`config.mk`:
```
export PLATFORM = sky130hd
export DESIGN_NAME = pdd_dist
export DESIGN_NICKNAME = d
export VERILOG_FILES = /design/src/design/pdd_pkg.sv /design/src/design/pdd_dist.sv
export SDC_FILE = /design/constraint.sdc
export NUM_CORES = 2
export LEC_CHECK = 0
export ABC_AREA = 1
export BUFFER_PORTS_ARGS = -buffer_cell sky130_fd_sc_hd__buf_4
export CAP_MARGIN = 20
export CORE_ASPECT_RATIO = 1.1
export CORE_MARGIN = 2
export CORE_UTILIZATION = 60
export DETAILED_ROUTE_END_ITERATION = 6
export GPL_TIMING_DRIVEN = 0
export PLACE_DENSITY = 0.77
export SLEW_MARGIN = 15
export SYNTH_ARGS = -nofsm -noshare
export SYNTH_HDL_FRONTEND = slang
export SYNTH_SLANG_ARGS = --single-unit
export TNS_END_PERCENT = 1
```
`constraint.sdc`:
```
create_clock -name clk -period 12.8 [get_ports clk]
set_clock_uncertainty 0.1 [all_clocks]
set_input_delay 1.92 -clock clk [delete_from_list [all_inputs] [get_ports clk]]
set_output_delay 1.92 -clock clk [all_outputs]
set_load 0.02 [all_outputs]
```
`src/design/pdd_pkg.sv`:
```
// Package for the point distance dedup block: sizes, the stored point type,
// the scan state encoding and the status passed back by the distance unit.
// No dependencies.
package pdd_pkg;

  localparam int MAX_POINTS = 1024;
  localparam int COORD_BITS = 24;
  localparam int TOL_BITS   = 23;
  localparam int KIDX_BITS  = 11;
  localparam int ADDR_BITS  = $clog2(MAX_POINTS);
  localparam int SQ_BITS    = 2 * TOL_BITS;
  localparam int SUM_BITS   = SQ_BITS + 2;

  localparam logic [KIDX_BITS-1:0] MAX_COUNT = KIDX_BITS'(MAX_POINTS);

  typedef struct packed {
    logic signed [COORD_BITS-1:0] z;
    logic signed [COORD_BITS-1:0] y;
    logic signed [COORD_BITS-1:0] x;
  } point_t;

  typedef enum logic [1:0] {
    ST_IDLE,
    ST_SCAN,
    ST_FINISH
  } state_t;

  typedef struct packed {
    logic busy;  // a compare is still in the pipe
    logic hit;   // stored point closer than tolerance
  } dist_status_t;

endpackage

```
`src/design/pdd_dist.sv`:
```
// Three-stage distance check of the current point against one stored point
// per cycle. Flags a hit when the squared distance is below tolerance squared.
// Depends on pdd_pkg.
module pdd_dist import pdd_pkg::*; (
  input  logic                clk,
  input  logic                rst,
  input  logic                issue,     // memory read launched this cycle
  input  point_t              rd_point,  // registered memory read data
  input  point_t              cur_point,
  input  logic [TOL_BITS-1:0] tolerance,
  input  logic [SQ_BITS-1:0]  tol_sq,
  output dist_status_t        status
);

  logic                  v0;
  logic                  v1;
  logic                  v2;
  logic [COORD_BITS-1:0] d1 [3];
  logic                  far1;
  logic [SQ_BITS-1:0]    sq2 [3];
  logic                  far2;
  logic [COORD_BITS-1:0] dabs [3];
  logic                  far_now;
  logic [SUM_BITS-1:0]   sum2;
  logic                  hit;

  function automatic logic [COORD_BITS-1:0] abs_diff(
    input logic signed [COORD_BITS-1:0] a,
    input logic signed [COORD_BITS-1:0] b
  );
    logic signed [COORD_BITS:0] d;
    d = (COORD_BITS+1)'(a) - (COORD_BITS+1)'(b);
    if (d[COORD_BITS]) begin
      d = -d;
    end
    return d[COORD_BITS-1:0];
  endfunction

  always_comb begin
    dabs[0] = abs_diff(cur_point.x, rd_point.x);
    dabs[1] = abs_diff(cur_point.y, rd_point.y);
    dabs[2] = abs_diff(cur_point.z, rd_point.z);
    far_now = 1'b0;
    for (int i = 0; i < 3; i++) begin
      if (dabs[i] >= COORD_BITS'(tolerance)) begin
        far_now = 1'b1;
      end
    end
  end

  // Squares only matter when every axis gap is below tolerance, so 23 bits.
  always_ff @(posedge clk) begin
    d1   <= dabs;
    far1 <= far_now;
    for (int i = 0; i < 3; i++) begin
      sq2[i] <= d1[i][TOL_BITS-1:0] * d1[i][TOL_BITS-1:0];
    end
    far2 <= far1;
  end

  assign sum2 = SUM_BITS'(sq2[0]) + SUM_BITS'(sq2[1]) + SUM_BITS'(sq2[2]);
  assign hit  = v2 && !far2 && (sum2 < SUM_BITS'(tol_sq));

  always_ff @(posedge clk) begin
    if (rst || hit) begin
      v0 <= 1'b0;
      v1 <= 1'b0;
      v2 <= 1'b0;
    end else begin
      v0 <= issue;
      v1 <= v0;
      v2 <= v1;
    end
  end

  assign status.busy = v0 || v1 || v2;
  assign status.hit  = hit;

endmodule

```
==> results.cfg <==
[floorplanning]
pin_count = 218
start_util_pct = 60.47
coreArea_um2 = 103800
die_area_um2 = 107200
fp.dieH_um = 343.2
dieWidth_um = 312.4
std_cell_rows = 124

[cts]
cts_buffer_depth = 3
cts_resized = 0
worstSkewPairLatency_ps = 610
clock-sinks = 209
cts_root_buf = clkbuf_16
cts_hold_buf = 0
cts_tree = yes
post-cts-setup-buffers = 0
h-tree-depth = 1
clk_pin_slew_worst_paths_ps = 60
cts_made_buffers = 26

[global_route]
grt_max_degree = 14
grt_antenna_before_repair = 3
grt_pass1_wl_mm = 290.1
first_global_vias = 54310
grt.total_usage_pct = 35.19
grt_overflow = 0

[routing]
wl_per_cell_um = 19.26
drcViolationCount = 0
drt_first_pass_iters = 7
drt-total-wl_mm = 183.8
vias = 51300
drt_iter0_drc = 4025
vias_per_cell = 5.375
ant_nets = 0

[setup_path]
crit_type = flip-flop to flip-flop
required_ps = 13180
cp-end-kind = flip-flop
worstPathMaxFanout = 10
r2r_slack_ps = 4570
critPathArrivalTime_ps = 8610
cp-start-kind = flip-flop

[sta]
slew_headroom_pct = 28.72
period_share_pct = 64.32
hold_viol = 0
fin_tns_setup_ps = 0
worstMarginPinSlew_ps = 1069
slew_violations = 0
hold_ws_ps = 241.1
finalCriticalPeriod_ps = 8233
rsz0062_at_grt = false
fmax_mhz = 121.5
finalSetupViolations = 0

[synth]
synth_top_flop_cell = dfxtp_1
yosys_warnings = 0
ys_ff_latch = 209
yosysSeqAreaShare_pct = 6.667
synthDistinctLibCells = 59
ys_async_sr_fraction_pct = 0
synth.avg_cell_area_um2 = 7.953
syn_inst = 7892
netlist_area_um2 = 62760
synth-edff-count = 0

[placement]
portBuffers = 217
place_inst = 9496
hpwlAfterDp_mm = 159.1
gp_congestion = 1.007

[cells_and_area]
layout_common_cells = inv_1, nand2_1, fa_1, ha_1, a21oi_1
final_core_util_pct = 64.53
area_growth_syn_to_layout_pct = 6.726
drive_gt1_share_pct = 4.107
nNetsFinal = 10320
layout.cells.non_filler = 9544
final_common_cell = inv_1

[hold_path]
hold_path_class = flip-flop to flip-flop

[outcome]
status = finished clean

[run]
max_cap_viol_count = 0
-- worst max-delay path, stage by stage, from the launching register on --
cell,delay (ps)
dfxtp_1,750
clkbuf_1,680
nand2_1,220
fa_1,590
inv_1,60
fa_1,530
inv_1,70
fa_1,530
inv_1,50
fa_1,520
fa_1,580
fa_1,430
fa_1,470
ha_1,370
a21oi_1,170
inv_1,70
a31oi_1,210
o21ai_0,110
a211oi_1,560
o21ai_0,300
a21oi_1,400
o21ai_0,170
xor2_1,160
-- synthesized netlist by cell type (all sizes together) (3+ instances only) --
cell type	n	area, um2
xnor2	107	967.2
nand3	133	675.7
and3	4	30.03
a31oi	58	362.9
xor2	195	1738
nand3b	6	45.04
nor2	376	1426
a31o	4	35.03
a211oi	10	75.07
a21boi	8	60.06
o221ai	9	78.83
fa	1205	24120
nor3	49	271.5
o221a	3	33.78
o31ai	8	60.06
o21bai	11	82.58
buf	9	45.05
nor4	13	81.33
o211ai	8	60.06
a21o	14	105.1
ha	756	9459
nand2	1498	5658
o2111ai	4	35.03
a21oi	384	1956
o21ai	180	930.9
or2	8	50.05
dfxtp	209	4184
nand4	53	337.8
inv	2387	8960
clkbuf	148	555.5
a221oi	4	35.03
o21a	18	135.1
-- metrics by stage --
stage / cell area [um2] / worst slack, ps
after floorplan: 62770 / 6347
after global placement: 66130 / 4851
after detailed placement: 66130 / 4796
after CTS: 66980 / 4738
after global routing: 66980 / 4200
final: 66980 / 4567
-- state kept, by name, summed over array words and instances (netlist names) --
register and flops:
d1 69, sq2 135, v1 1, far2 1, far1 1, v2 1, v0 1
-- layer usage --
| metal | vias to the layer above | global-route usage [%] | part of all wire, % |
|---|---|---|---|
| li1 | 23750 | - | - |
| met1 | 24760 | 43.66 | 37 |
| met2 | 2214 | 57.30 | 46 |
| met3 | 578 | 6.010 | 8.7 |
| met4 | 0 | 22.61 | 8.0 |
| met5 | - | 0 | 0 |
-- path summary, 6_finish.rpt --
kind,cells after the start,to,start
worst max-delay path,22,sq2[0][88]$_DFF_P_,d1[37]$_DFF_P_
worst max register to register,22,sq2[0][88]$_DFF_P_,d1[37]$_DFF_P_
worst min-delay path,0,far2$_DFF_P_,far1$_SDFF_PP1_
worst min register to register,0,far2$_DFF_P_,far1$_SDFF_PP1_
-- cells by family (layout without fill, tap and decap cells) --
logic type | Yosys count | count (layout) | share of synthesized area [%]
flip-flops | 209 | 209 | 6.667
AO/OA/AOI/OAI | 730 | 730 | 6.559
buffers and inverters | 2544 | 2807 | 15.23
XOR/XNOR | 302 | 302 | 4.310
AND/OR/NAND/NOR | 2144 | 2144 | 13.71
adder cells (fa/ha/maj) | 1961 | 1961 | 53.51
other | 2 | 5 | 0.01197
-- final cells by class --
class	count	area, um2
Sequential cell	209	4184
Inverter	2387	8960
Buffer	157	600.6
Timing Repair Buffer	217	1629
Tap cell	1386	1734
Clock inverter	15	150.1
Antenna cell	2	5.005
Fill cell	8930	36810
Multi-Input combinational cell	5140	49020
Clock buffer	31	699.4
Power is not shown: default switching activity piles up to over one toggle a cycle in this logic, so the estimate is an artifact.
